`config.mk`:
```
export PLATFORM = sky130hd
export DESIGN_NAME = four_bit_cpu_step_unit
export DESIGN_NICKNAME = d
export VERILOG_FILES = /design/src/design/fbcs_pkg.sv /design/src/design/four_bit_cpu_step_unit.sv
export SDC_FILE = /design/constraint.sdc
export NUM_CORES = 1
export LEC_CHECK = 0
export BUFFER_PORTS_ARGS = -buffer_cell sky130_fd_sc_hd__buf_2
export CAP_MARGIN = 20
export CORE_ASPECT_RATIO = 1.1
export CORE_UTILIZATION = 45
export CTS_BUF_LIST = sky130_fd_sc_hd__clkbuf_8 sky130_fd_sc_hd__clkbuf_16
export DETAILED_ROUTE_END_ITERATION = 10
export HOLD_SLACK_MARGIN = 0.08
export SETUP_SLACK_MARGIN = 0.05
export SYNTH_ARGS = -nofsm -noshare
export SYNTH_HDL_FRONTEND = slang
export SYNTH_SLANG_ARGS = --single-unit
```
`constraint.sdc`:
```
create_clock -name i_clk -period 8 [get_ports i_clk]
set_input_delay 0 -clock i_clk [delete_from_list [all_inputs] [get_ports i_clk]]
set_output_delay 0 -clock i_clk [all_outputs]
set_load 0.01 [all_outputs]
```
`src/design/fbcs_pkg.sv`:
```
// Types and codes shared by the four-bit step unit: the input and result words,
// the program row layout, the flag set, the opcode and function codes and the sequencer states.
// Depends on nothing.
package fbcs_pkg;

    // Function code of an input word
    typedef enum logic [1:0] {
        FUNC_STEP    = 2'd0,
        FUNC_WRITE   = 2'd1,
        FUNC_RESTART = 2'd2,
        FUNC_SPARE   = 2'd3
    } t_func;

    typedef enum logic [3:0] {
        OP_LDA_IMM = 4'd0,
        OP_LDA_MEM = 4'd1,
        OP_LDB_IMM = 4'd2,
        OP_LDB_MEM = 4'd3,
        OP_MUL     = 4'd4,
        OP_DIV     = 4'd5,
        OP_ADD     = 4'd6,
        OP_SUB     = 4'd7,
        OP_STX     = 4'd8,
        OP_STA     = 4'd9,
        OP_STB     = 4'd10,
        OP_JMP     = 4'd11,
        OP_JZE     = 4'd12,
        OP_JOV     = 4'd13,
        OP_JNE     = 4'd14,
        OP_NOP     = 4'd15
    } t_opcode;

    typedef enum logic [1:0] {
        ST_IDLE,
        ST_FETCH,
        ST_LOAD
    } t_state;

    localparam logic [3:0] PC_RESTART = 4'hF;

    typedef struct packed {
        logic [1:0] func;
        logic [3:0] row;
        logic [3:0] opcode;
        logic [3:0] addr;
        logic [3:0] imm;
    } t_in_word;

    typedef struct packed {
        logic [3:0] row_done;
        logic [3:0] acc_a;
        logic [3:0] acc_b;
        logic [3:0] result_x;
        logic       zero_flag;
        logic       negative_flag;
        logic       overflow_flag;
    } t_out_word;

    typedef struct packed {
        logic [3:0] opcode;
        logic [3:0] addr;
        logic [3:0] imm;
    } t_prog_row;

    typedef struct packed {
        logic ovf;
        logic neg;
        logic zero;
    } t_flags;

endpackage

```
`src/design/four_bit_cpu_step_unit.sv`:
```
// Four-bit processor step unit: program store and data RAM as synchronous memories,
// a small sequencer that fetches, executes and writes back one program row per step word.
// Depends on fbcs_pkg.
//
//  channel  valid        stall        payload      direction
//  input    i_in_valid   o_in_stall   i_in_data    into the unit
//  result   o_out_valid  i_out_stall  o_out_data   out of the unit
//
// A row write, a restart or a spare word gives its result in the cycle after acceptance.
// A step reads the program store, then executes; RAM loads then wait for the
// data RAM read. The registered reads of the two memories set this order.
// Reset sets the row counter to 15 and clears registers, flags and the memory valid bits.
// A stalled result blocks new words until it is taken.
module four_bit_cpu_step_unit (
    input  logic                i_clk,
    input  logic                i_rst_n,
    input  logic                i_in_valid,
    output logic                o_in_stall,
    input  fbcs_pkg::t_in_word  i_in_data,
    output logic                o_out_valid,
    input  logic                i_out_stall,
    output fbcs_pkg::t_out_word o_out_data
);
    import fbcs_pkg::*;

    t_state     r_state, n_state;
    logic [3:0] r_pc, n_pc;
    logic [3:0] r_a, n_a;
    logic [3:0] r_b, n_b;
    logic [3:0] r_x, n_x;
    t_flags     r_flags, n_flags;

    t_prog_row  prog_mem [16];
    logic [15:0] r_prog_vld;
    t_prog_row  r_prog_q;
    logic       r_prog_q_vld;
    t_prog_row  row_w;
    logic [3:0] prog_ra;
    logic       prog_we;

    logic [3:0] ram_mem [16];
    logic [15:0] r_ram_vld;
    logic [3:0] r_ram_q;
    logic       r_ram_q_vld;
    logic [3:0] ram_rd;
    logic       ram_we;
    logic [3:0] ram_wd;
    logic       ram_clear;

    logic       r_load_b;
    logic       accept;
    logic       done;
    t_out_word  r_out;
    logic       r_out_valid;

    logic [7:0] mul_p;
    logic [4:0] add_s;
    logic [4:0] sub_d;
    logic [3:0] div_q;

    function automatic logic [3:0] div4(input logic [3:0] num, input logic [3:0] den);
        logic [4:0] rem;
        logic [3:0] q;
        rem = '0;
        q   = '0;
        for (int i = 3; i >= 0; i--) begin
            rem = {rem[3:0], num[i]};
            if (rem >= {1'b0, den}) begin
                rem  = rem - {1'b0, den};
                q[i] = 1'b1;
            end
        end
        return q;
    endfunction

    assign accept  = i_in_valid && !o_in_stall;
    assign prog_ra = r_pc + 4'd1;
    assign row_w   = r_prog_q_vld ? r_prog_q : '0;
    assign ram_rd  = r_ram_q_vld ? r_ram_q : '0;

    assign mul_p = r_a * r_b;
    assign add_s = {1'b0, r_a} + {1'b0, r_b};
    assign sub_d = {1'b0, r_a} - {1'b0, r_b};
    assign div_q = div4(r_a, r_b);

    // Memories: one write and one registered read each
    always_ff @(posedge i_clk) begin
        if (prog_we) begin
            prog_mem[i_in_data.row] <= t_prog_row'({i_in_data.opcode, i_in_data.addr,
                                                    i_in_data.imm});
        end
        r_prog_q     <= prog_mem[prog_ra];
        r_prog_q_vld <= r_prog_vld[prog_ra];
    end

    always_ff @(posedge i_clk) begin
        if (ram_we) begin
            ram_mem[row_w.addr] <= ram_wd;
        end
        r_ram_q     <= ram_mem[row_w.addr];
        r_ram_q_vld <= r_ram_vld[row_w.addr];
    end

    // Next state
    always_comb begin
        n_state = r_state;
        unique case (r_state)
            ST_IDLE: begin
                if (accept && i_in_data.func == FUNC_STEP) begin
                    n_state = ST_FETCH;
                end
            end
            ST_FETCH: begin
                if (row_w.opcode == OP_LDA_MEM || row_w.opcode == OP_LDB_MEM) begin
                    n_state = ST_LOAD;
                end else begin
                    n_state = ST_IDLE;
                end
            end
            ST_LOAD:  n_state = ST_IDLE;
            default:  n_state = ST_IDLE;
        endcase
    end

    // Datapath controls and next register values
    always_comb begin
        o_in_stall = (r_state != ST_IDLE) || (r_out_valid && i_out_stall);
        n_pc       = r_pc;
        n_a        = r_a;
        n_b        = r_b;
        n_x        = r_x;
        n_flags    = r_flags;
        prog_we    = 1'b0;
        ram_we     = 1'b0;
        ram_wd     = r_x;
        ram_clear  = 1'b0;
        done       = 1'b0;
        unique case (r_state)
            ST_IDLE: begin
                if (accept) begin
                    unique case (i_in_data.func)
                        FUNC_STEP: n_pc = r_pc + 4'd1;
                        FUNC_WRITE: begin
                            prog_we = 1'b1;
                            done    = 1'b1;
                        end
                        FUNC_RESTART: begin
                            n_pc      = PC_RESTART;
                            n_a       = '0;
                            n_b       = '0;
                            n_x       = '0;
                            n_flags   = '0;
                            ram_clear = 1'b1;
                            done      = 1'b1;
                        end
                        default: done = 1'b1;
                    endcase
                end
            end
            ST_FETCH: begin
                done = 1'b1;
                unique case (row_w.opcode)
                    OP_LDA_IMM: n_a = row_w.imm;
                    OP_LDB_IMM: n_b = row_w.imm;
                    OP_LDA_MEM, OP_LDB_MEM: done = 1'b0;
                    OP_MUL: begin
                        n_x     = mul_p[3:0];
                        n_flags = '{ovf: |mul_p[7:4], neg: 1'b0, zero: mul_p[3:0] == 4'd0};
                    end
                    OP_DIV: begin
                        if (r_b == 4'd0) begin
                            n_x     = '0;
                            n_flags = '{ovf: 1'b1, neg: 1'b0, zero: 1'b1};
                        end else begin
                            n_x     = div_q;
                            n_flags = '{ovf: 1'b0, neg: 1'b0, zero: div_q == 4'd0};
                        end
                    end
                    OP_ADD: begin
                        n_x     = add_s[3:0];
                        n_flags = '{ovf: add_s[4], neg: 1'b0, zero: add_s[3:0] == 4'd0};
                    end
                    OP_SUB: begin
                        // borrow means a negative raw difference
                        n_x     = sub_d[3:0];
                        n_flags = '{ovf: sub_d[4], neg: sub_d[4], zero: sub_d[3:0] == 4'd0};
                    end
                    OP_STX: ram_we = 1'b1;
                    OP_STA: begin
                        ram_we = 1'b1;
                        ram_wd = r_a;
                    end
                    OP_STB: begin
                        ram_we = 1'b1;
                        ram_wd = r_b;
                    end
                    OP_JMP: n_pc = row_w.addr;
                    OP_JZE: if (r_flags.zero) n_pc = row_w.addr;
                    OP_JOV: if (r_flags.ovf) n_pc = row_w.addr;
                    OP_JNE: if (r_flags.neg) n_pc = row_w.addr;
                    default: ;
                endcase
            end
            ST_LOAD: begin
                done = 1'b1;
                if (r_load_b) begin
                    n_b = ram_rd;
                end else begin
                    n_a = ram_rd;
                end
            end
            default: ;
        endcase
    end

    always_ff @(posedge i_clk) begin
        if (!i_rst_n) begin
            r_state     <= ST_IDLE;
            r_pc        <= PC_RESTART;
            r_a         <= '0;
            r_b         <= '0;
            r_x         <= '0;
            r_flags     <= '0;
            r_prog_vld  <= '0;
            r_ram_vld   <= '0;
            r_out_valid <= 1'b0;
        end else begin
            r_state <= n_state;
            r_pc    <= n_pc;
            r_a     <= n_a;
            r_b     <= n_b;
            r_x     <= n_x;
            r_flags <= n_flags;
            if (prog_we) begin
                r_prog_vld[i_in_data.row] <= 1'b1;
            end
            if (ram_clear) begin
                r_ram_vld <= '0;
            end else if (ram_we) begin
                r_ram_vld[row_w.addr] <= 1'b1;
            end
            if (done) begin
                r_out_valid <= 1'b1;
            end else if (!i_out_stall) begin
                r_out_valid <= 1'b0;
            end
        end
    end

    // Payload registers
    always_ff @(posedge i_clk) begin
        if (r_state == ST_FETCH) begin
            r_load_b <= (row_w.opcode == OP_LDB_MEM);
        end
        if (done) begin
            r_out <= '{row_done: n_pc, acc_a: n_a, acc_b: n_b, result_x: n_x,
                       zero_flag: n_flags.zero, negative_flag: n_flags.neg,
                       overflow_flag: n_flags.ovf};
        end
    end

    assign o_out_valid = r_out_valid;
    assign o_out_data  = r_out;

endmodule

```
# Yosys cells after proc, flatten, opt, wreduce, memory -nomap -nowiden

Memories as Yosys holds them, arrays and structs flattened. A register that Yosys moved wholly into a read port is not among the register bits.
Index checks and enable logic that the tools add are counted.

Register bits: 76
Bits in writable memories: 256
Input port bits: 22
Memories kept: 2
Word-level logic and storage cells: 150

Memory list:

| name     | words | width | rd ports | clocked after Yosys merged registers in | write ports | line                         | RTL |
|---|---|---|---|---|---|---|---|
| prog_mem | 16    | 12    | 1        | 1                                       | 1           | four_bit_cpu_step_unit.sv:33 | `t_prog_row prog_mem [16];` |
| ram_mem  | 16    | 4     | 1        | 1                                       | 1           | four_bit_cpu_step_unit.sv:41 | `logic [3:0] ram_mem [16];` |

Reduce and logical (&&, ||, !) cells: 21
Muxes and demuxes: 67
Add/sub/neg operators: 6
Multipliers: 1
Magnitude comparators: 9
Bitwise gates (word level): 3
Eq/ne operators: 20

Operators by type and width:

| kind                                                              | count |
|---|---|
| 2-to-1 mux 4 bit                                                  | 20 |
| bitwise OR 16 bit                                                 | 2 |
| case mux 4 bit (2 select lines)                                   | 4 |
| case mux 4 bit (4 select lines)                                   | 2 |
| equality test 4 bit, second input constant                        | 7 |
| 2-to-1 mux 1 bit                                                  | 25 |
| zero test 4 bit                                                   | 6 |
| case mux 4 bit (3 select lines)                                   | 2 |
| equality test 4 x 3 -> 1 bit, second input constant               | 4 |
| greater-or-equal comparator 5 x 4 -> 1 bit                        | 3 |
| < comparator 4 x 5 -> 1 bit, second input constant                | 3 |
| 2-to-1 mux 12 bit                                                 | 1 |
| case mux 3 bit (4 select lines)                                   | 1 |
| 2-to-1 mux 3 bit                                                  | 3 |
| binary-select mux 1 bit (select 4 bit)                            | 2 |
| demux 1 bit (select 4 bit)                                        | 2 |
| equality test 4 x 2 -> 1 bit, second input constant               | 2 |
| greater-or-equal comparator 4 x 1 -> 1 bit, second input constant | 2 |
| multiplier 4 x 4 -> 8 bit                                         | 1 |
| subtractor 4 bit                                                  | 2 |
| case mux 3 bit (2 select lines)                                   | 1 |
| adder 4 x 4 -> 5 bit                                              | 1 |
| logical AND 1 bit                                                 | 5 |
| subtractor 4 x 4 -> 5 bit                                         | 1 |
| other kinds (19)                                                  | 25 |

# Longest topological paths before layout

Gate-level depths: netlist of run 1.

Depth in word-level cells: 12
Gate-level depth with buffers: 27
Depth with buffers taken out: 27

# Worst setup path after synthesis of run 1

OpenSTA, ideal clock, no wires.

Path type: register -> register
Start point: register r_b[1]
End point: register r_out, in the netlist o_out_data[3], data pin
Data required time: 7733 ps
Slack: 2451 ps
Setup time: 267 ps
Cell stages (with the launch flop): 25
Arrival time: 5282 ps
Clock period less this slack: 5549 ps
Path buffers: 0
Path through: dfxtp_1 inv_1 ha_1 o21ai_1 nor2_1 a21oi_1 inv_1 ha_1 a211oi_1 o211ai_1 o21ai_0 inv_1 ha_1 nand2_1 o21ai_0 a21o_1 o21bai_1 nor2_1 mux2_2 ha_1 a21oi_1 o21ai_0 a2111oi_0 o21a_1 nor3_1

Longest elaborated chain between the ends: 11
Elaborated cells on any way between the ends: 15
Those cells by class: 3 x add/sub; 4 x order compare; 7 x mux; 1 x reduce/logical

Ends and longest elaborated chain:

| what                                                                                    | line                                                       | RTL |
|---|---|---|
| start, declared                                                                         | four_bit_cpu_step_unit.sv:29                               | `logic [3:0] r_b, n_b;` |
| start signal, assigned                                                                  | four_bit_cpu_step_unit.sv:231                              | `r_b <= n_b;` |
| subtractor 1 x 4 -> 4 bit or greater-or-equal comparator 1 x 4 -> 1 bit (tied branches) | four_bit_cpu_step_unit.sv:69, four_bit_cpu_step_unit.sv:68 |  |
| 2-to-1 mux 4 bit                                                                        | four_bit_cpu_step_unit.sv:68                               | `if (rem >= {1'b0, den}) begin` |
| subtractor 4 bit or greater-or-equal comparator 5 x 4 -> 1 bit (tied branches)          | four_bit_cpu_step_unit.sv:69, four_bit_cpu_step_unit.sv:68 |  |
| 2-to-1 mux 4 bit                                                                        | four_bit_cpu_step_unit.sv:68                               |  |
| subtractor 4 bit or greater-or-equal comparator 5 x 4 -> 1 bit (tied branches)          | four_bit_cpu_step_unit.sv:69, four_bit_cpu_step_unit.sv:68 |  |
| 2-to-1 mux 4 bit                                                                        | four_bit_cpu_step_unit.sv:68                               |  |
| greater-or-equal comparator 5 x 4 -> 1 bit                                              | four_bit_cpu_step_unit.sv:68                               |  |
| 2-to-1 mux 1 bit                                                                        | four_bit_cpu_step_unit.sv:68                               |  |
| 2-to-1 mux 4 bit (*)                                                                    | four_bit_cpu_step_unit.sv:171                              | `if (r_b == 4'd0) begin` |
| case mux 4 bit (4 select lines) (*)                                                     | four_bit_cpu_step_unit.sv:162                              | `unique case (row_w.opcode)` |
| case mux 4 bit (2 select lines) (*)                                                     | four_bit_cpu_step_unit.sv:138                              | `unique case (r_state)` |
| net n_x[0]                                                                              | four_bit_cpu_step_unit.sv:30                               | `logic [3:0] r_x, n_x;` |
| end signal, assigned                                                                    | four_bit_cpu_step_unit.sv:256                              | `r_out <= '{row_done: n_pc, acc_a: n_a, acc_b: n_b, result_x: n_x,` |
| end, declared                                                                           | four_bit_cpu_step_unit.sv:53                               | `t_out_word r_out;` |

Mark *: on every way through the listed nets, which the timed path passes. The rest lies on a longest branch.
A chain may end at the register's enable or synchronous reset.

==> results.md, run 1 <==
* Status: finished clean
* Avg Synthesized Cell Area at 14.3 um^2
* First-pass GRT wire length at 54.8 mm
* Share of power burned in registers at 47.7%
* Number of flops mapped to enable cells by yosys at 276
* Synth unique cells at 70
* Min Tclk post-route at 7.08 ns
* Core area at 0.0333 mm^2
* Crit Path Max Fanout at 11
* Worst Path Arrival at 7.36 ns
* R2R cell count at 24
* Synthesis-stage register bit count at 348
* CP startpoint kind: register
* PortBufs at 42
* Antenna diodes at 0
* Setup TNS at 0 ns
* DIE HEIGHT at 195 um
* Initial Util at 45.7%
* Top cells by count, synth: edfxtp_1, nand2_1, nor2_1, dfxtp_1, mux4_2
* P_int at 3.22 mW
* Drt total wl at 35.2 mm
* VDD IR max at 0.000237 V
* Area contributors post-synth: edfxtp_1, dfxtp_1, mux4_2
* Rows at 70
* Reg clk slew, reported paths at 0.06 ns
* Net Count, Synth at 1130
* Most numerous cell in the Yosys netlist: edfxtp_1
* Crit path capture type: register
* Max_slew headroom at 34.5%
* Synthesized area at 0.0152 mm^2
* Pins Over Slew Limit at 0
* Vias/cell at 5.76
* Initial antenna violation count at 0
* Antenna viol nets, final at 0
* Worst setup endpoint: o_out_data[2]
* Clock Latency Late Sink at 0.53 ns
* Main synth FF type: edfxtp_1
* Final Skew at 0.0129 ns
* HP Class: in2reg
* Yosys top cell by area: edfxtp_1
* Clock Root Buffer: clkbuf_16
* Post-Syn Instances at 1062
* Die Span X at 177 um
* Critical Path Start: r_b[1]
* Cts bufs inserted at 38
* Leakage Power at 6.14 nW
* Fin nets at 1221
* Switching share of power at 25.2%
* Period utilization at 88.4%
* WS Path Type: reg2reg
* Reg2Reg Capture Point: o_out_data[2]
* Final setup vio count at 0
* Final hold vios at 0
* Pin count of the biggest net entering global routing at 45
* Share of cells above drive strength 1 at 17.9%
* Vias in the first global route at 9260
* Pwr dens at 246 mW/mm^2
* Post-CTS Setup Bufs at 0
* Psw at 1.08 mW
* Max Cap Viol at 0
* Share of total power in the clock network at 40.9%
* CTS tree: built
* Hpwl dp at 23.2 mm
* DR iter-0 viols at 625
* Drt wl/cell at 21.8 um
* FMAX at 141 MHz
* Top cell type's share of synthesized area at 54.5%
* Number of I/O pins at 43
* Clock Sink Count at 348
* Async S/R FF share, synth at 0%
* Worst slew pin tran at 0.980 ns
* Seq/Total Area, Yosys at 64.0%
* DRT Pass-1 Iters at 5
* Number of H-tree levels at 2
* Placer congestion estimate at 0.906
* Via count at 9304
* GRT Overall Usage at 21.0%
* Total grt overflow at 0
* R2R setup slack at 0.92 ns
* CTS max path bufs at 3
* Final Power at 4.30 mW
* FF-to-FF Start: r_b[1]
* Warnings, synthesis at 0
* # DRC at 0
* Area Growth Syn to Fin at 15.1%
* Combinational share of power at 11.4%
* RSZ-0062 raised after global routing: no
* Die Area at 0.0345 mm^2
* Worst Path Required at 8.28 ns
-- sequential cells by signal, summed over array words and instances, names as in the netlist, 3 cells and up --
register / count
r_pc: 4
ram_mem: 64
r_a: 4
o_out_data: 19
r_x: 4
r_ram_vld: 16
r_flags: 3
prog_mem: 192
r_prog_q: 12
r_prog_vld: 16
r_ram_q: 4
r_b: 4
-- cell type report --
| cell class | count | area (um^2) |
|---|---|---|
| multi-input combinational | 634 | 5140 |
| tap | 432 | 541 |
| sequential | 348 | 9730 |
| inverter | 34 | 128 |
| timing repair buffer | 97 | 681 |
| fill | 2817 | 15800 |
| clock buffer | 41 | 1000 |
| clock inverter | 28 | 269 |
-- per-stage QoR --
| step | cell area [um^2] | setup slack, ns | hold slack [ns] | std cells | utilization (%) |
|---|---|---|---|---|---|
| after floorplan | 15200 | 2.45 | 0.0989 | 1062 | - |
| after global placement | 16000 | 1.52 | 0.377 | 1522 | 48.0 |
| after detailed placement | 16000 | 1.06 | 0.382 | 1522 | 48.0 |
| after CTS | 17500 | 0.963 | 0.172 | 1614 | 52.6 |
| after global routing | 17500 | 0.254 | 0.220 | 1614 | 52.6 |
| final | 17500 | 0.925 | 0.178 | 1614 | 52.6 |
-- kinds of logic after synthesis --
group	synth area share, %
AO/OA/AOI/OAI	10.1
XOR/XNOR	0.461
multiplexers	10.0
adder cells (fa/ha/maj)	4.18
flip-flops	64.0
buffers and inverters	2.44
AND/OR/NAND/NOR	8.71
-- power by group through the flow --
stage / clock [mW] / combinational (mW) / sequential (mW)
5_1_grt: 1.86 / 0.537 / 2.06
4_1_cts: 1.79 / 0.498 / 2.05
2_1_floorplan: 0 / 0.356 / 2.05
6_report: 1.76 / 0.492 / 2.05
3_5_place_dp: 0 / 0.488 / 2.09
3_3_place_gp: 0 / 0.484 / 2.09
-- routing by layer --
metal	share of wire, %	track usage, %	vias up
li1	-	-	4279
met1	45	29.7	4688
met2	48	33.6	290
met3	5.4	3.46	47
met4	1.8	4.95	0
met5	0	0	-
-- repair_timing --
item                                   4_1_cts  5_1_grt
hold buffers                                23        0
resized for setup                            0        0
endpoints found under the hold margin      231        0
setup endpoints to repair                    0        0
-- how the worst min path moves through the flow --
| stage | slack (ns) | to | startpoint | cells after the start |
|---|---|---|---|---|
| final | 0.18 | r_pc[1] | i_in_valid | 6 |
| after CTS | 0.17 | r_pc[1] | i_in_valid | 6 |
| after floorplan | 0.1 | prog_mem[0][0] | i_in_data[0] | 0 |
| after detailed placement | 0.38 | o_out_valid | i_out_stall | 3 |
| after global routing | 0.22 | r_pc[0] | i_in_valid | 4 |
| after global placement | 0.38 | o_out_valid | i_out_stall | 3 |
-- placed cells by master, fill, tap and decap left out, types with 5 or more instances in the layout --
master,netlist,routed
clkbuf_16,0,39
clkinv_1,0,6
o21ai_1,1,5
nor2_1,78,78
nor4_1,8,8
fa_1,8,8
o21ai_0,50,46
a21o_1,6,6
mux2i_1,24,23
o211ai_1,8,8
nand2_1,80,80
and2_1,29,29
dfxtp_1,72,71
o21a_1,41,41
mux4_2,54,54
nand3b_1,6,6
mux2_2,6,6
nor3_1,12,9
inv_1,33,39
a22oi_1,9,9
nor2b_1,11,11
ha_1,38,37
a21oi_1,31,31
nand2b_1,11,11
dlygate4sd3_1,0,23
buf_2,9,42
a31oi_1,17,17
nand3_1,13,13
a211oi_1,18,18
a2111oi_0,6,6
edfxtp_1,276,276
buf_4,0,32
-- worst max-delay path, cell delays in order (launching register included) --
cell       delay (ns)
dfxtp_1          0.64
inv_1            0.34
ha_1             0.35
o21ai_1          0.29
nor2_1           0.07
a21oi_1          0.32
inv_1            0.08
ha_1             0.32
a211oi_1         0.31
o211ai_1         0.28
o21ai_0          0.49
inv_1            0.09
ha_1             0.19
a21oi_1          0.15
o21ai_0          0.11
a21o_1           0.20
o21bai_1         0.20
nor2_1           0.32
mux2_2           0.39
ha_1             0.29
a21oi_1          0.14
o21ai_0          0.20
nor4_1           0.46
nor4_1           0.13
a2111oi_0        0.45
Note: power is estimated with default switching activity, not from simulation.
==> run 2, diff against run 1 <==
ABC_AREA = 1   (was default)
==> run 2 against run 1 <==
Compared with the run above:
- first-iteration DRC count increased by 59%
- non-clock buffer count decreased by 19
- register-to-register slack improved by 1.6 ns
- power increased by 0.29%
- clock power about the same
- die area decreased by 0.51%
- routed wire length increased by 7.4%
- critical path depth increased by 7
- core utilization decreased by 0.55 points
==> results.md, run 2 <==
* Status: finished clean (unchanged)
* Net Count, Synth at 1452 (was 1130)
* Area contributors post-synth: edfxtp_1, dfxtp_1, nor2_1 (was edfxtp_1, dfxtp_1, mux4_2)
* Max reg flops at 192 (unchanged)
* Number of I/O pins at 43 (unchanged)
* DIE HEIGHT at 194 um (was 195 um)
* Die Span X at 177 um (about the same)
* PortBufs at 42 (unchanged)
* Hold Worst Slack at 0.140 ns (was 0.178 ns)
* Most numerous cell in the Yosys netlist: edfxtp_1 (unchanged)
* GRT Overall Usage at 22.5% (was 21.0%)
* Drt total wl at 37.8 mm (was 35.2 mm)
* Slowest-stage cell, CP: dfxtp_1 (unchanged)
* DR iter-0 viols at 992 (was 625)
* Antenna diodes at 0 (unchanged)
* Leakage Power at 6.32 nW (was 6.14 nW)
* Critical path's largest stage delay at 0.62 ns (was 0.64 ns)
* Core area at 0.0332 mm^2 (was 0.0333 mm^2)
* Max_slew headroom at 28.0% (was 34.5%)
* Die Area at 0.0343 mm^2 (was 0.0345 mm^2)
* Warnings, synthesis at 0 (unchanged)
* # DRC at 0 (unchanged)
* DRT Pass-1 Iters at 5 (unchanged)
* Antenna viol nets, final at 0 (unchanged)
* Cts bufs inserted at 37 (was 38)
* PostCTS Resize Cnt at 0 (unchanged)
* Clock Latency Late Sink at 0.53 ns (about the same)
* VDD IR max at 0.000169 V (was 0.000237 V)
* Clock Sink Count at 348 (unchanged)
* Initial antenna violation count at 0 (unchanged)
* Seq/Total Area, Yosys at 64.4% (was 64.0%)
* Placer congestion estimate at 0.931 (was 0.906)
* Final hold vios at 0 (unchanged)
* RSZ-0062 raised after global routing: no (unchanged)
* Clock Root Buffer: clkbuf_16 (unchanged)
* Min Tclk post-route at 5.44 ns (was 7.08 ns)
* CTS tree: built (unchanged)
* Synth unique cells at 43 (was 70)
* CP startpoint kind: register (unchanged)
* CTS max path bufs at 3 (unchanged)
* Vias/cell at 5.63 (was 5.76)
* FMAX at 184 MHz (was 141 MHz)
* Hpwl dp at 23.8 mm (was 23.2 mm)
* Yosys top cell by area: edfxtp_1 (unchanged)
* WS Path Type: reg2reg (unchanged)
* Top cells by count, synth: edfxtp_1, nor2_1, o21ai_0, nand2_1, inv_1 (was edfxtp_1, nand2_1, nor2_1, dfxtp_1, mux4_2)
* Setup TNS at 0 ns (unchanged)
* Post-Syn Instances at 1384 (was 1062)
* Number of H-tree levels at 2 (unchanged)
* Crit Path Max Fanout at 11 (unchanged)
* Fin nets at 1512 (was 1221)
* Largest Register: prog_mem (unchanged)
* Worst slew pin tran at 1.08 ns (was 0.980 ns)
* Initial Util at 45.5% (was 45.7%)
* Final setup vio count at 0 (unchanged)
* Most frequent cells in the layout: edfxtp_1, nor2_1, o21ai_0 (was edfxtp_1, nand2_1, nor2_1)
* Drt wl/cell at 19.9 um (was 21.8 um)
* Max Cap Viol at 0 (unchanged)
* Crit path capture type: register (unchanged)
* Pwr dens at 250 mW/mm^2 (was 246 mW/mm^2)
* Main synth FF type: edfxtp_1 (unchanged)
* Commonest non-fill, non-tap cell in the layout: edfxtp_1 (unchanged)
* Synthesis-stage register bit count at 348 (unchanged)
* Total grt overflow at 0 (unchanged)
* Reg clk slew, reported paths at 0.06 ns (about the same)
* Period utilization at 68.0% (was 88.4%)
* Number of flops mapped to enable cells by yosys at 276 (unchanged)
* Worst Path Arrival at 5.70 ns (was 7.36 ns)
* Pin count of the biggest net entering global routing at 81 (was 45)
* Synthesized area at 0.0151 mm^2 (was 0.0152 mm^2)
* First-pass GRT wire length at 58.8 mm (was 54.8 mm)
* Final Skew at 0.0239 ns (was 0.0129 ns)
* Avg Synthesized Cell Area at 10.9 um^2 (was 14.3 um^2)
* Area Growth Syn to Fin at 14.2% (was 15.1%)
* Vias in the first global route at 10300 (was 9260)
* HP Class: in2reg (unchanged)
* Worst Path Required at 8.26 ns (was 8.28 ns)
* Via count at 10700 (was 9304)
* Top cell type's share of synthesized area at 54.8% (was 54.5%)
* Rows at 70 (unchanged)
* Share of cells above drive strength 1 at 10.7% (was 17.9%)
* Async S/R FF share, synth at 0% (unchanged)
* Pins Over Slew Limit at 0 (unchanged)
-- run 2: changes by cell type after synthesis, moves of 16 or more --
cell,previous run,this run
a22oi_1,9,29
o21ai_0,50,148
mux2i_1,24,2
nor2_1,78,246
clkbuf_1,27,46
nand2_1,80,141
o22ai_1,4,43
a21oi_1,31,47
o21a_1,41,1
mux4_2,54,0
o221ai_1,4,22
and2_1,29,0
inv_1,33,105
nand3_1,13,39
-- run 2: logic make-up (layout without fill, tap and decap cells) --
kind of cell	after synthesis	count (layout)	share of synthesized area (%)
and+or+nand+nor	460	460	12.3
DFF	348	348	64.4
AOI/OAI and AO/OA	340	340	13.8
buffers and inverters	173	260	4.39
adders and majority gates	46	46	4.20
xor gates and xnor gates	15	15	0.869
muxes	2	2	0.132
-- run 2: path summary, 6_finish.rpt --
| kind | startpoint | endpoint | slack [ns] | cells after the start |
|---|---|---|---|---|
| hold reg to reg | r_prog_vld[12] | r_prog_vld[12] | 0.47 | 2 |
| setup reg to reg | r_b[1] | o_out_data[3] | 2.56 | 31 |
| hold / removal | i_in_data[12] | prog_mem[14][8] | 0.14 | 4 |
| setup / recovery | r_b[1] | o_out_data[3] | 2.56 | 31 |
-- run 2: power by group --
group | switching, mW | leakage, nW | internal (mW)
combinational | 0.375 | 2.56 | 0.151
sequential | 0.0506 | 3.10 | 2.00
clock | 0.694 | 0.661 | 1.04
total | 1.12 | 6.32 | 3.20
-- run 2: critical path, delay by kind of cell, from the launching register on --
family | cells | cell delay [ns]
flops | 1 | 0.62
buf+inv | 4 | 0.57
fa+ha+maj | 4 | 1.16
simple gates | 17 | 1.82
compound gates | 6 | 0.98
-- run 2: per-stage QoR --
stage                     utilization, %  area (um^2)  setup slack, ns  std cells  power (mW)
after floorplan                        -        15100             3.42       1384        2.41
after global placement              47.6        15800             2.71       1817        2.60
after detailed placement            47.6        15800             2.56       1818        2.60
after CTS                           52.0        17300             2.53       1903        4.34
after global routing                52.0        17300             1.89       1903        4.47
final                               52.0        17300             2.56       1903        4.32
-- run 2: layout make-up --
| cell class | instances | area, um^2 |
|---|---|---|
| tap | 432 | 541 |
| timing repair buffer | 78 | 541 |
| fill | 2911 | 15900 |
| multi-input combinational | 863 | 4760 |
| clock inverter | 22 | 203 |
| inverter | 116 | 435 |
| sequential | 348 | 9730 |
| clock buffer | 44 | 1060 |
-- run 2: repair_timing --
item	in CTS	in global routing
hold endpoints to repair	206	0
hold buffers	19	0
buffers inserted	0	0
endpoints found under the setup margin	0	0
-- run 2: per-layer routing --
layer / share of wire, % / vias up / global-route usage, % / wire length (um)
met5: 0 / - / 0 / 0
met4: 2.1 / 0 / 5.87 / 782
met3: 6.0 / 48 / 2.75 / 2260
met2: 47 / 349 / 35.4 / 17700
met1: 45 / 5277 / 32.9 / 17100
li1: - / 5048 / - / -
==> run 3, diff against run 2 <==
ABC_AREA = 0   (was 1)
clock period = 5.55 ns   (was 8 ns; I/O delays follow)
==> run 3 against run 2 <==
Compared with the run above:
- via count shrank 13%
- clock power rose by 32%
- critical path type unchanged
- largest cell class unchanged
- clock-buffer cell count decreased by 4
==> results.md, run 3 (synthesis results as in run 1) <==
* Status: finished clean (unchanged)
* Final Skew at 0.0127 ns (was 0.0239 ns)
* Max reg flops at 192 (unchanged)
* Via count at 9308 (was 10700)
* Worst slew pin tran at 1.03 ns (was 1.08 ns)
* Vias in the first global route at 9478 (was 10300)
* Die Area at 0.0345 mm^2 (was 0.0343 mm^2)
* FMAX at 190 MHz (was 184 MHz)
* CTS max path bufs at 3 (unchanged)
* GRT Overall Usage at 20.9% (was 22.5%)
* Crit path capture type: register (unchanged)
* Number of I/O pins at 43 (unchanged)
* Worst Path Required at 5.83 ns (was 8.26 ns)
* Vias/cell at 5.68 (was 5.63)
* Period utilization at 95.0% (was 68.0%)
* PortBufs at 42 (unchanged)
* Pins Over Slew Limit at 0 (unchanged)
* Cells after DPL at 1539 (was 1818)
* Setup TNS at 0 ns (unchanged)
* Max_slew headroom at 31.2% (was 28.0%)
* Total grt overflow at 0 (unchanged)
* Share of cells above drive strength 1 at 20.0% (was 10.7%)
* First-pass GRT wire length at 54.8 mm (was 58.8 mm)
* Worst Path Arrival at 5.55 ns (was 5.70 ns)
* Psw at 1.53 mW (was 1.12 mW)
* Antenna viol nets, final at 0 (unchanged)
* Final setup vio count at 0 (unchanged)
* Drt total wl at 35.2 mm (was 37.8 mm)
* Clock Root Buffer: clkbuf_16 (unchanged)
* FILL cells at 2804 (was 2911)
* Leakage Power at 6.24 nW (was 6.32 nW)
* Pwr dens at 338 mW/mm^2 (was 250 mW/mm^2)
* DRT Pass-1 Iters at 5 (unchanged)
* Initial Util at 45.7% (was 45.5%)
* Post-Place Cell Area at 0.0161 mm^2 (was 0.0158 mm^2)
* Commonest non-fill, non-tap cell in the layout: edfxtp_1 (unchanged)
* Placement Setup Slack at -0.0983 ns (was 2.56 ns)
* P_int at 4.44 mW (was 3.20 mW)
* Design area at 0.0177 mm^2 (was 0.0173 mm^2)
* Final hold vios at 0 (unchanged)
* Crit Path Max Fanout at 4 (was 11)
* WS Path Type: reg2reg (unchanged)
* # DRC at 0 (unchanged)
* Die Span X at 177 um (about the same)
* Most frequent cells in the layout: edfxtp_1, nand2_1, nor2_1 (was edfxtp_1, nor2_1, o21ai_0)
* Antenna diodes at 0 (unchanged)
* VDD IR max at 0.000250 V (was 0.000169 V)
* Clock Sink Count at 348 (unchanged)
* Combinational share of power at 12.0% (was 12.2%)
* CTS tree: built (unchanged)
* Switching share of power at 25.7% (was 25.9%)
* Min Tclk post-route at 5.27 ns (was 5.44 ns)
* DIE HEIGHT at 195 um (was 194 um)
* Hold Worst Slack at 0.158 ns (was 0.140 ns)
* Max Cap Viol at 0 (unchanged)
* Fin nets at 1245 (was 1512)
* Number of H-tree levels at 2 (unchanged)
* Fin cells at 1639 (was 1903)
* HP Class: in2reg (unchanged)
* Drt wl/cell at 21.5 um (was 19.9 um)
* Cts bufs inserted at 38 (was 37)
* Fin worst setup slack at 0.277 ns (was 2.56 ns)
* Core area at 0.0333 mm^2 (was 0.0332 mm^2)
* Final Power at 5.97 mW (was 4.32 mW)
* Area Growth Syn to Fin at 16.3% (was 14.2%)
* Initial antenna violation count at 0 (unchanged)
* Clock Latency Late Sink at 0.53 ns (about the same)
* DR iter-0 viols at 644 (was 992)
* Largest Register: prog_mem (unchanged)
* Pin count of the biggest net entering global routing at 53 (was 81)
* Reg clk slew, reported paths at 0.07 ns (was 0.06 ns)
* CP startpoint kind: register (unchanged)
* Post-Route Utilization at 53.1% (was 52.0%)
* Share of total power in the clock network at 38.4% (was 40.2%)
* Rows at 70 (unchanged)
* Hpwl dp at 23.0 mm (was 23.8 mm)
* Share of power burned in registers at 49.7% (was 47.6%)
* Placer congestion estimate at 0.886 (was 0.931)
==> run 3: cell count changes in the layout (fill, tap and decap cells not counted), sizes merged, moves of 20 or more <==
cell / change
a22oi: -20
buf: +38
nand2: -64
o21ai: -97
mux4: +54
nand3: -28
o21a: +40
and2: +29
inv: -77
mux2i: +22
o22ai: -39
nor2: -175
==> run 3: timing repair <==
action                                  in CTS  in global routing
pin swaps                                    2                  9
buffers inserted                             2                  3
hold endpoints to repair                   238                  0
endpoints found under the setup margin       4                  4
gates resized for setup                      4                 19
hold buffers                                24                  0
==> run 3: final cells by class <==
cell class | count | area (um^2) | area share [%]
flip-flops and latches | 348 | 9730 | 55.1
repair buffers | 121 | 876 | 4.96
inverters | 34 | 128 | 0.722
multi-input cells | 634 | 5250 | 29.7
clock buffers | 40 | 990 | 5.60
clock inverters | 30 | 150 | 0.850
well taps | 432 | 541 | 3.06
==> run 3: final timing paths <==
kind	from	endpoint	slack [ns]	cells after the start
max	r_a[3]	o_out_data[3]	0.28	27
min reg2reg	r_ram_vld[9]	r_ram_vld[9]	0.46	1
min	i_in_valid	r_pc[0]	0.16	4
max reg2reg	r_a[3]	o_out_data[3]	0.28	27
==> run 3: layer usage <==
metal	GRT usage, %	vias up	wire (um)
met1	29.1	4641	15500
met4	6.48	0	901
met3	3.35	65	1920
met5	0	-	0
li1	-	4325	-
met2	33.6	277	16900
==> run 3: critical path, stage by stage, from the launching register on <==
cell       delay [ns]
dfxtp_1          0.34
inv_2            0.06
ha_4             0.24
nor2b_2          0.17
o21ai_2          0.25
nor2_2           0.06
a21oi_2          0.15
inv_1            0.09
ha_4             0.23
a211oi_4         0.27
o211ai_1         0.20
buf_4            0.21
o21ai_4          0.15
inv_1            0.06
ha_1             0.27
nand2_1          0.07
o21ai_0          0.09
a21o_1           0.20
o21bai_1         0.18
nor2_2           0.15
mux2_4           0.32
ha_1             0.29
a21oi_1          0.15
o21ai_1          0.10
buf_4            0.16
a2111oi_4        0.31
o21a_1           0.18
nor3_1           0.05
==> run 3: power groups by stage <==
stage	combinational, mW	clock, mW	sequential (mW)
final	0.713	2.29	2.97
after global routing	0.778	2.44	2.97
after CTS	0.711	2.33	2.96
after detailed placement	0.694	0	3.02
after global placement	0.692	0	3.02
after floorplan	0.513	0	2.96
